--- src/udpd_pkg.sv ---
// Package: shared types and constants of the UDP socket table.
`timescale 1ns / 1ps
package udpd_pkg;
  localparam int unsigned SocketCountDef = 8;
  localparam logic [15:0] UdpHdrBytes = 16'd8;
  localparam logic [15:0] PortSearchBase = 16'd1024;
  localparam logic [15:0] BufSizeReset = 16'd576;

  typedef enum logic [2:0] {
    REQ_ALLOC = 3'd0, REQ_FREE = 3'd1, REQ_BIND_RMT = 3'd2, REQ_UNBIND_RMT = 3'd3,
    REQ_BIND_LCL = 3'd4, REQ_MATCH = 3'd5, REQ_SEND = 3'd6, REQ_NONE = 3'd7
  } req_e;

  typedef enum logic [2:0] {
    ST_IDLE, ST_SEARCH, ST_SCAN, ST_APPLY, ST_OUT
  } state_e;

  typedef struct packed {
    logic        used;
    logic [15:0] lport;
    logic [15:0] rport;
    logic [31:0] raddr;
  } entry_t;

  // Token that travels down the cell row during a scan.
  typedef struct packed {
    logic        active;   // token in flight
    logic        mode;     // 0: port taken check, 1: match
    logic [15:0] lport;
    logic [15:0] rport;
    logic [31:0] raddr;
    logic        hit;      // port found used / match found
    logic [3:0]  hit_idx;
    logic        free_fnd; // lowest unused entry seen
    logic [3:0]  free_idx;
  } token_t;

  // Write command broadcast to every cell.
  typedef struct packed {
    logic        en;
    logic [3:0]  idx;
    entry_t      data;
  } wr_t;
endpackage

--- src/udpd_cell.sv ---
// One table entry that checks and forwards the scan token.
`timescale 1ns / 1ps
module udpd_cell import udpd_pkg::*; #(
  parameter logic [3:0] Index = 4'd0
) (
  input  logic   clk_i,
  input  logic   rst_ni,
  input  wr_t    wr_i,
  input  token_t tok_i,
  output token_t tok_o,
  output entry_t ent_o
);
  entry_t ent_q;
  token_t tok_d, tok_q;
  logic   lp_eq, m_ok;

  always_ff @(posedge clk_i or negedge rst_ni) begin
    if (!rst_ni) begin
      ent_q <= '0;
    end else if (wr_i.en && wr_i.idx == Index) begin
      ent_q <= wr_i.data;
    end
  end

  always_comb begin
    lp_eq = ent_q.used && ent_q.lport == tok_i.lport;
    m_ok  = lp_eq && (ent_q.rport == '0 || ent_q.rport == tok_i.rport) &&
            (ent_q.raddr == '0 || ent_q.raddr == tok_i.raddr);
    tok_d = tok_i;
    if (!tok_i.hit && (tok_i.mode ? m_ok : lp_eq)) begin
      tok_d.hit     = 1'b1;
      tok_d.hit_idx = Index;
    end
    if (!tok_i.free_fnd && !ent_q.used) begin
      tok_d.free_fnd = 1'b1;
      tok_d.free_idx = Index;
    end
  end

  always_ff @(posedge clk_i or negedge rst_ni) begin
    if (!rst_ni) begin
      tok_q <= '0;
    end else begin
      tok_q <= tok_d;
    end
  end

  assign tok_o = tok_q;
  assign ent_o = ent_q;
endmodule

--- src/udp_socket_demux_table.sv ---
// Top level: request sequencer around a row of socket table cells.
//   channel  dir  signals                          transfer
//   s_axis   in   s_axis_tvalid/tready/tdata[95:0] one request
//   m_axis   out  m_axis_tvalid/tready/tdata[87:0] one result
//   cfg      in   cfg_we_i/cfg_wdata_i[15:0]       ip_buffer_size write
// Free, bind remote, unbind, send, unknown requests and a bind local that keeps
// its port: decoded and applied in the APPLY state, then the result is registered.
// Match, given-port alloc and a bind local that changes port scan the cell row;
// the result is registered when the token leaves the last cell.
// Alloc with port 0 repeats the scan for each port tried.
// Reset empties the table at once; ip_buffer_size returns to 576.
// The result holds in its register until taken; no request is taken meanwhile.
`timescale 1ns / 1ps
module udp_socket_demux_table import udpd_pkg::*; #(
  parameter int unsigned SOCKET_COUNT = SocketCountDef
) (
  input  logic        clk_i,
  input  logic        rst_ni,
  input  logic        s_axis_tvalid,
  output logic        s_axis_tready,
  // req_type[2:0], socket_index[6:3], lcl_port[22:7], peer_port[38:23],
  // peer_addr[70:39], peer_addr_given[71], length[87:72], checksum_ok[88]
  input  logic [95:0] s_axis_tdata,
  output logic        m_axis_tvalid,
  input  logic        m_axis_tready,
  // ok[0], result_socket[4:1], res_lcl_port[20:5],
  // res_peer_port[36:21], res_peer_addr[68:37], result_length[84:69]
  output logic [87:0] m_axis_tdata,
  input  logic        cfg_we_i,
  input  logic [15:0] cfg_wdata_i
);
  localparam int unsigned IdxW = (SOCKET_COUNT > 1) ? $clog2(SOCKET_COUNT) : 1;

  state_e      state_q, state_d;
  logic [15:0] bufsz_q;
  logic [95:0] req_q;
  logic [15:0] port_q, port_d;
  logic [84:0] res_q, res_d;
  token_t      tok [SOCKET_COUNT+1];
  entry_t      ents [SOCKET_COUNT];
  wr_t         wr;
  token_t      tok_in;

  logic [2:0]  req_type;
  logic [3:0]  sidx;
  logic [15:0] lport, rport, len;
  logic [31:0] rip;
  logic        ip_given, csum_ok, idx_ok;
  entry_t      sel;
  token_t      tend;
  logic [15:0] limit, slen;

  assign req_type = req_q[2:0];
  assign sidx     = req_q[6:3];
  assign lport    = req_q[22:7];
  assign rport    = req_q[38:23];
  assign rip      = req_q[70:39];
  assign ip_given = req_q[71];
  assign len      = req_q[87:72];
  assign csum_ok  = req_q[88];
  assign idx_ok   = {1'b0, sidx} < 5'(SOCKET_COUNT);
  assign sel      = idx_ok ? ents[sidx[IdxW-1:0]] : '0;
  assign tend     = tok[SOCKET_COUNT];

  for (genvar g = 0; g < SOCKET_COUNT; g++) begin : g_cell
    udpd_cell #(.Index(4'(g))) u_cell (
      .clk_i, .rst_ni, .wr_i(wr), .tok_i(tok[g]), .tok_o(tok[g+1]), .ent_o(ents[g])
    );
  end
  assign tok[0] = tok_in;

  always_ff @(posedge clk_i or negedge rst_ni) begin
    if (!rst_ni) begin
      state_q <= ST_IDLE;
      bufsz_q <= BufSizeReset;
      m_axis_tvalid <= 1'b0;
    end else begin
      state_q <= state_d;
      if (cfg_we_i) bufsz_q <= cfg_wdata_i;
      if (state_d == ST_OUT && state_q != ST_OUT) m_axis_tvalid <= 1'b1;
      else if (m_axis_tready) m_axis_tvalid <= 1'b0;
    end
  end

  always_ff @(posedge clk_i) begin
    if (s_axis_tvalid && s_axis_tready) req_q <= s_axis_tdata;
    port_q <= port_d;
    res_q  <= res_d;
  end

  // Next state
  always_comb begin
    state_d = state_q;
    unique case (state_q)
      ST_IDLE:   if (s_axis_tvalid) state_d = ST_APPLY;
      ST_APPLY: begin
        if (req_type == REQ_ALLOC && lport == '0) state_d = ST_SEARCH;
        else if (req_type == REQ_ALLOC || req_type == REQ_MATCH ||
                 (req_type == REQ_BIND_LCL && idx_ok && sel.lport != lport))
          state_d = ST_SCAN;
        else state_d = ST_OUT;
      end
      ST_SEARCH: if (tend.active && (!tend.hit || port_q == '0)) state_d = ST_OUT;
      ST_SCAN:   if (tend.active) state_d = ST_OUT;
      ST_OUT:    if (m_axis_tready) state_d = ST_IDLE;
      default:   state_d = ST_IDLE;
    endcase
  end

  // Outputs, token launch, table writes
  always_comb begin
    s_axis_tready = (state_q == ST_IDLE);
    tok_in = '0;
    tok_in.lport = port_q;
    tok_in.rport = rport;
    tok_in.raddr = rip;
    tok_in.mode  = (req_type == REQ_MATCH);
    port_d = port_q;
    res_d  = res_q;
    wr     = '0;
    wr.idx = sidx;
    wr.data = sel;
    slen  = len;
    limit = (bufsz_q >= UdpHdrBytes) ? bufsz_q - UdpHdrBytes : '0;
    unique case (state_q)
      ST_APPLY: begin
        res_d = '0;
        port_d = (req_type == REQ_ALLOC && lport == '0) ? PortSearchBase + 16'd1 : lport;
        tok_in.active = (state_d == ST_SEARCH || state_d == ST_SCAN);
        tok_in.lport  = port_d;
        if (state_d == ST_OUT && idx_ok) begin
          unique case (req_type)
            REQ_FREE: begin
              wr.en = 1'b1; wr.data = '0; res_d[0] = 1'b1;
            end
            REQ_BIND_RMT: begin
              wr.en = 1'b1; wr.data.rport = rport;
              wr.data.raddr = ip_given ? rip : '0; res_d[0] = 1'b1;
            end
            REQ_UNBIND_RMT: begin
              wr.en = 1'b1; wr.data.rport = '0; wr.data.raddr = '0; res_d[0] = 1'b1;
            end
            REQ_BIND_LCL: res_d[0] = 1'b1;
            REQ_SEND: if (sel.rport != '0) begin
              if (slen > limit) slen = limit;
              res_d = {slen + UdpHdrBytes, sel.raddr, sel.rport, sel.lport, 4'd0, 1'b1};
            end
            default: ;
          endcase
        end
      end
      ST_SEARCH: if (tend.active) begin
        if (tend.hit && port_q != '0) begin
          // try the next port
          port_d = port_q + 16'd1;
          tok_in.active = 1'b1;
          tok_in.lport  = port_d;
        end else if (tend.free_fnd) begin
          wr.en = 1'b1; wr.idx = tend.free_idx;
          wr.data = '{used: 1'b1, lport: port_q, rport: '0, raddr: '0};
          res_d = {16'd0, 32'd0, 16'd0, port_q, tend.free_idx, 1'b1};
        end
      end
      ST_SCAN: if (tend.active) begin
        unique case (req_type)
          REQ_ALLOC: if (!tend.hit && tend.free_fnd) begin
            wr.en = 1'b1; wr.idx = tend.free_idx;
            wr.data = '{used: 1'b1, lport: port_q, rport: '0, raddr: '0};
            res_d = {16'd0, 32'd0, 16'd0, port_q, tend.free_idx, 1'b1};
          end
          REQ_BIND_LCL: if (!tend.hit) begin
            wr.en = 1'b1; wr.data.lport = lport; res_d[0] = 1'b1;
          end
          REQ_MATCH: if (len >= UdpHdrBytes && csum_ok && lport != '0 &&
                         rport != '0 && tend.hit) begin
            wr.en = 1'b1; wr.idx = tend.hit_idx;
            wr.data = '{used: 1'b1, lport: lport, rport: rport, raddr: rip};
            res_d = {len - UdpHdrBytes, 32'd0, 16'd0, 16'd0, tend.hit_idx, 1'b1};
          end
          default: ;
        endcase
      end
      default: ;
    endcase
  end

  assign m_axis_tdata = {3'd0, res_q};
endmodule

--- config.mk ---
export PLATFORM = sky130hd
export DESIGN_NAME = udp_socket_demux_table
export DESIGN_NICKNAME = d
export VERILOG_FILES = /design/src/udpd_pkg.sv /design/src/udpd_cell.sv /design/src/udp_socket_demux_table.sv
export SDC_FILE = /design/constraint.sdc
export NUM_CORES = 2
export LEC_CHECK = 0
export BUFFER_PORTS_ARGS = -buffer_cell sky130_fd_sc_hd__buf_2
export CORE_MARGIN = 1
export CORE_UTILIZATION = 56
export DETAILED_ROUTE_END_ITERATION = 12
export PLACE_DENSITY = 0.76
export SETUP_SLACK_MARGIN = 0.5
export SLEW_MARGIN = 15
export SYNTH_ARGS = -nofsm -noshare
export SYNTH_HDL_FRONTEND = slang
export SYNTH_HIERARCHICAL = 1
export SYNTH_SLANG_ARGS = --single-unit
--- constraint.sdc ---
create_clock -name clk_i -period 5 [get_ports clk_i]
set_input_delay 0.25 -clock clk_i [delete_from_list [all_inputs] [get_ports clk_i]]
set_output_delay 0.25 -clock clk_i [all_outputs]
set_load 0.05 [all_outputs]
=== Word level (Yosys, flattened, before mapping) ===
Index checks and enable logic that the tools add are counted.
Widths: inputs -> output; s select.

* Add/sub/neg operators: 4
* $mul: 0
* Divide/modulo/power cells: 0
* $lt $le $gt $ge: 5
* Equality and inequality tests: 55
* Shifts and indexed selects: 0
* Mux-type cells: 85
* Bitwise logic cells: 1
* Reduce and logical (&&, ||, !) cells: 133

{| class="wikitable"
|+ Operator list
! kind !! number
|-
| $mux 85 || 8
|-
| $mux 70 || 6
|-
| $mux 65 || 4
|-
| $eq 16x16->1 || 16
|-
| $eq 32x32->1 || 8
|-
| $logic_not 32->1 || 8
|-
| $pmux 85 s3 || 1
|-
| $bmux 65 s3 || 1
|-
| $pmux 65 s3 || 1
|-
| $pmux 48 s2 || 2
|-
| $pmux 84 s2 || 1
|-
| $logic_not 16->1 || 10
|-
| $mux 16 || 10
|-
| $mux 84 || 1
|-
| $mux 5 || 16
|-
| $reduce_bool 16->1 || 4
|-
| $logic_and 1x1->1 || 59
|-
| $pmux 16 s3 || 1
|-
| $ge 16x4->1 const B || 2
|-
| $mux 32 || 1
|-
| $pmux 16 s2 || 1
|-
| $sub 16x4->16 const B || 2
|-
| $logic_not 1->1 || 22
|-
| $logic_or 1x1->1 || 20
|-
| other kinds (35) || 78
|}

* Register bits: 1,273
* Bits in latches: 0
* RAM bits: 0
* Memory bits (read-only): 0
* Word-level logic and storage cells: 390
* Memories: 0

=== Longest topological paths before layout ===
* Word-level depth: 20
* Mapped depth: 27

=== Cells and area by module ===
Netlist, hierarchy kept.

{| class="wikitable"
|+ Modules (own cells, without submodules)
! module !! times used !! cells an instance !! area each (um^2)
|-
| udp_socket_demux_table || 1 || 1,406 || 15,328.5
|-
| udpd_cell (g_cell[1].u_cell ...) || 2 || 332 || 5,227.5
|-
| udpd_cell (g_cell[5].u_cell ...) || 2 || 332 || 5,212.5
|-
| udpd_cell (g_cell[4].u_cell) || 1 || 332 || 5,251.3
|-
| udpd_cell (g_cell[0].u_cell) || 1 || 331 || 5,220.0
|-
| udpd_cell (g_cell[3].u_cell) || 1 || 332 || 5,210.0
|-
| udpd_cell (g_cell[7].u_cell) || 1 || 332 || 5,207.5
|}

=== Worst setup path after synthesis ===
No wires, ideal clock.

* Path type: reg-to-reg
* Start point: reg bufsz_q[7]
* End point: reg res_q[84], data pin
* Library setup time: 0.256 ns
* Data arrival time: 5.233 ns
* Path slack: -0.490 ns
* Cell stages (with the launch flop): 25
* Buffers on the path: 4
* Period minus slack after synthesis: 5.490 ns
* Cells stage by stage: dfrtp_1 clkbuf_1 nor4_1 nor3b_1 nand2b_1 or3_1 nor3_1 a21oi_1 ha_1 and3_1 nand4_1 or2_2 o22ai_1 clkbuf_1 clkbuf_1 nand2_1 o21ai_0 ha_1 clkbuf_1 nand2_1 or2_2 mux2i_1 o21ai_0 xnor2_1 a22o_1

* Word-level cells in the longest chain between the ends: 13
* Elaborated cells between the ends (all ways): 14
* Classes of those cells: 2 x add/sub; 2 x order compare; 10 x mux

{| class="wikitable"
|+ RTL lines
! item !! line !! source
|-
| start, declared || udp_socket_demux_table.sv:35 || <nowiki>logic [15:0] bufsz_q;</nowiki>
|-
| start signal, assigned || udp_socket_demux_table.sv:75 || <nowiki>bufsz_q <= BufSizeReset;</nowiki>
|-
| start signal, assigned || udp_socket_demux_table.sv:79 || <nowiki>if (cfg_we_i) bufsz_q <= cfg_wdata_i;</nowiki>
|-
| $sub 16x4->16 / $ge 16x4->1 (equally long branches) || udp_socket_demux_table.sv:124 || <nowiki>limit = (bufsz_q >= UdpHdrBytes) ? bufsz_q - UdpHdrBytes : '0;</nowiki>
|-
| $mux 16 * || udp_socket_demux_table.sv:124 ||
|-
| $gt 16x16->1 || udp_socket_demux_table.sv:145 || <nowiki>if (slen > limit) slen = limit;</nowiki>
|-
| $mux 16 * || udp_socket_demux_table.sv:145 ||
|-
| $mux 16 * || udp_socket_demux_table.sv:144 || <nowiki>REQ_SEND: if (sel.rport != '0) begin</nowiki>
|-
| $mux 16 * || udp_socket_demux_table.sv:132 || <nowiki>unique case (req_type)</nowiki>
|-
| $mux 16 * || udp_socket_demux_table.sv:131 || <nowiki>if (state_d == ST_OUT && idx_ok) begin</nowiki>
|-
| $mux 16 * || udp_socket_demux_table.sv:125 || <nowiki>unique case (state_q)</nowiki>
|-
| $add 16x4->16 * || udp_socket_demux_table.sv:146 || <nowiki>res_d = {slen + UdpHdrBytes, sel.raddr, sel.rport, sel.lport, 4'd0, 1'b1};</nowiki>
|-
| $mux 85 * || udp_socket_demux_table.sv:144 ||
|-
| $mux 84 * || udp_socket_demux_table.sv:132 ||
|-
| $mux 85 * || udp_socket_demux_table.sv:131 ||
|-
| $pmux 85 s3 * || udp_socket_demux_table.sv:125 ||
|-
| via res_d[84] || udp_socket_demux_table.sv:38 || <nowiki>logic [84:0] res_q, res_d;</nowiki>
|-
| end signal, assigned || udp_socket_demux_table.sv:88 || <nowiki>res_q <= res_d;</nowiki>
|-
| end, declared || udp_socket_demux_table.sv:38 ||
|}

Mark *: on every way through the listed nets, which the timed path passes. The rest lies on a longest branch. The select of a mux whose other input is x is not followed.
A chain may end at the register's enable or synchronous reset.

=== Final worst setup path ===
* Start point: reg bufsz_q[5]
* End point: reg res_q[84], data pin

Same word-level chain as after synthesis.

==> flow_summary.toml <==
[outcome]
status = "finished clean"

[layout]
multi_input_area_sq_um = 22100
drive_gt1_frac = 0.294
syn_to_final_growth_pct = 16.1
fin_util = 0.655
num-fill-cells = 6957
ff_latch_area_sq_um = 32700
fin_area_sq_um = 64400
finalNetCount = 4564

[pwr]
internal_power_mw = 19.9
p_comb_frac = 0.182
total_power_mw = 28.6
power.share.clock = 0.351
switching_share = 0.306
p_sw_mw = 8.77
power.density_nw_per_um2 = 445
ir_worst_vdd_mv = 0.501
p_seq_frac = 0.467
leakagePower_nw = 28.0

[run]
maxCapViolations = 0

[worst_setup_path]
startpoint_type = "flop"
reg2reg_to = "res_q[84]"
crit_path_end_kind = "flop"
cp_top_family = "simple AND/OR/NAND/NOR gates"
r2r_cells = 19
regToRegStartpoint = "bufsz_q[5]"
slowest_stage = "dfrtp_1"
path_buf_inv = 0
worst-path-max-fanout = 9
path_depth = 19
crit_chain = "nor3_1 -> nand3b_1 -> nand2b_1 -> nand2_1 -> ha_1 -> a21o_1 -> a21o_1 -> a21oi_1 -> o21bai_1 -> o22ai_4 -> nand2_1 -> o21ai_2 -> ha_4 -> nand2_2 -> or2_4 -> mux2i_4 -> o21ai_1 -> xnor2_1 -> a22o_1"
critical_path_class = "flop to flop"
crit_required_ns = 5.51
r2r_slack_ns = 0.55
cp.arrival_ns = 4.97
critical_path.max_stage_delay_ns = 0.44

[synth]
avgSynthCellArea_sq_um = 13.9
synth_warnings = 6
syn_area_sq_um = 55500
syn_inst = 3996

[cts]
clk_path_buf_depth = 3
htreeDepth = 4
clk_pin_slew_worst_paths_ns = 0.06
cts_buffers = 132
cts-root-buf = "clkbuf_16"
clock-sinks = 1273
cts_tree = "yes"
clk_latency_ns = 0.76

[global_routing]
grt_usage = 0.328
met1_usage = 0.463
grt_overflow = 0
busiest_layer = "met2"
antenna_found_initial = 7
grt_pass1_wl_um = 240000
globalRouteMet2Util = 0.490
first_global_vias = 37500
grt_max_degree = 153
grt_use_met3 = 0.0925

[routing]
vias = 37200
drt_iter0_drc = 4661
drt-total-wl_um = 163000
postRouteAntennaNets = 0
drc = 0
wire_per_inst_um = 27.9
drtPass1Iterations = 5
viasPerCell = 6.39

[sta]
maxSlewViolCount = 0
relSlewSlack = 0.116
clock_skew_ns = 0.0329
setup_viol = 0
tightest_slew_ns = 1.33
rsz0062_at_grt = "true"
fin_ws_ns = 0.546
fin_tns_setup_ns = 0
fmax_mhz = 225
final.period_utilization = 0.891
hold_violations = 0
fin_crit_ns = 4.45

[floorplanning]
io_pins = 207
rows = 115
start_util = 0.564
die_y_um = 317
die_area_sq_um = 100000
fp.dieW_um = 317
fp.coreArea_sq_um = 98300

[hold_path]
hold_path_class = "input pin to flop"
min_path_cells = 2
whs_endpoint = "bufsz_q[2]"
hold_start = "cfg_we_i"

[place]
dp_worst_setup_slack_ns = 0.267
place_area_sq_um = 58500
place_congestion = 1.00
portBuffers = 196
dpl.hpwl_um = 114000
==> worst register-to-register path, delay by kind of cell (launching register included) <==
family / cells / cell delay (ns)
adders and majority gates: 2 / 0.46
muxes: 1 / 0.19
xor gates and xnor gates: 1 / 0.14
AOI/OAI and AO/OA: 8 / 1.38
DFF: 1 / 0.44
and+or+nand+nor: 7 / 1.61
==> timing repair <==
| item | CTS | global route |
|---|---|---|
| resized for setup | 5 | 13 |
| hold buffers | 113 | 0 |
| pin swaps | 3 | 10 |
| endpoints found under the hold margin | 199 | 0 |
| endpoints found under the setup margin | 76 | 264 |
| setup buffers | 2 | 19 |
==> power groups by stage <==
stage	Clock, mW	Combinational, mW	Sequential (mW)
floorplan	0	2.92	13.6
global placement	0	4.94	13.4
detailed placement	0	5.01	13.5
CTS	10.2	5.12	13.3
global route	10.6	5.53	13.5
finish	10.1	5.21	13.4
==> area by class of cell <==
cell class                 instances  share of cell area
timing repair buffer             448              0.0546
clock buffer                     181              0.0594
antenna                            2           0.0000777
clock inverter                    57             0.00967
tap                             1287              0.0250
inverter                          30             0.00179
sequential                      1273               0.507
multi-input combinational       2541               0.343
==> flip-flops by register name, summed over array words and instances (netlist names) <==
signal / cells
bufsz_q: 16
g_cell.u_cell/tok_o: 543
req_q: 89
res_q: 85
state_q: 3
m_axis_tvalid: 1
g_cell.u_cell/ent_o: 520
port_q: 16
==> cells in the final DEF (no fill, tap or decap), drive strengths merged, types with 49 or more instances in the layout <==
| cell | n |
|---|---|
| mux2 | 535 |
| o21ai | 102 |
| a22oi | 50 |
| dlygate4sd3 | 113 |
| xnor2 | 454 |
| or2 | 49 |
| mux2i | 61 |
| dfrtp | 1081 |
| nor2 | 158 |
| nand4 | 135 |
| clkbuf | 181 |
| nand2 | 131 |
| xor2 | 105 |
| edfxtp | 174 |
| nor4 | 163 |
| buf | 335 |
| mux4 | 122 |
| a21oi | 74 |
==> metrics by stage <==
| stage | hold slack, ns | cells |
|---|---|---|
| after floorplan | -0.0456 | 4010 |
| after global placement | 0.336 | 5445 |
| after detailed placement | 0.337 | 5445 |
| after CTS | 0.000705 | 5798 |
| after global routing | 0.0442 | 5817 |
| final | 0.0435 | 5819 |
==> metal layers <==
metal  share of wire  wire [um]
met1            0.41      66300
met2            0.45      72900
met4           0.036       5870
met5         0.00015         25
met3            0.11      17500
==> worst max path at each step <==
| stage | to | from | slack, ns |
|---|---|---|---|
| after detailed placement | res_q[84] | bufsz_q[3] | 0.27 |
| after CTS | res_q[84] | bufsz_q[3] | 0.49 |
| after global placement | res_q[84] | bufsz_q[3] | 0.33 |
| after floorplan | res_q[84] | bufsz_q[7] | 0.39 |
| after global routing | res_q[84] | bufsz_q[5] | 0.39 |
| final | res_q[84] | bufsz_q[5] | 0.55 |
(Power assumes the default switching activity.)
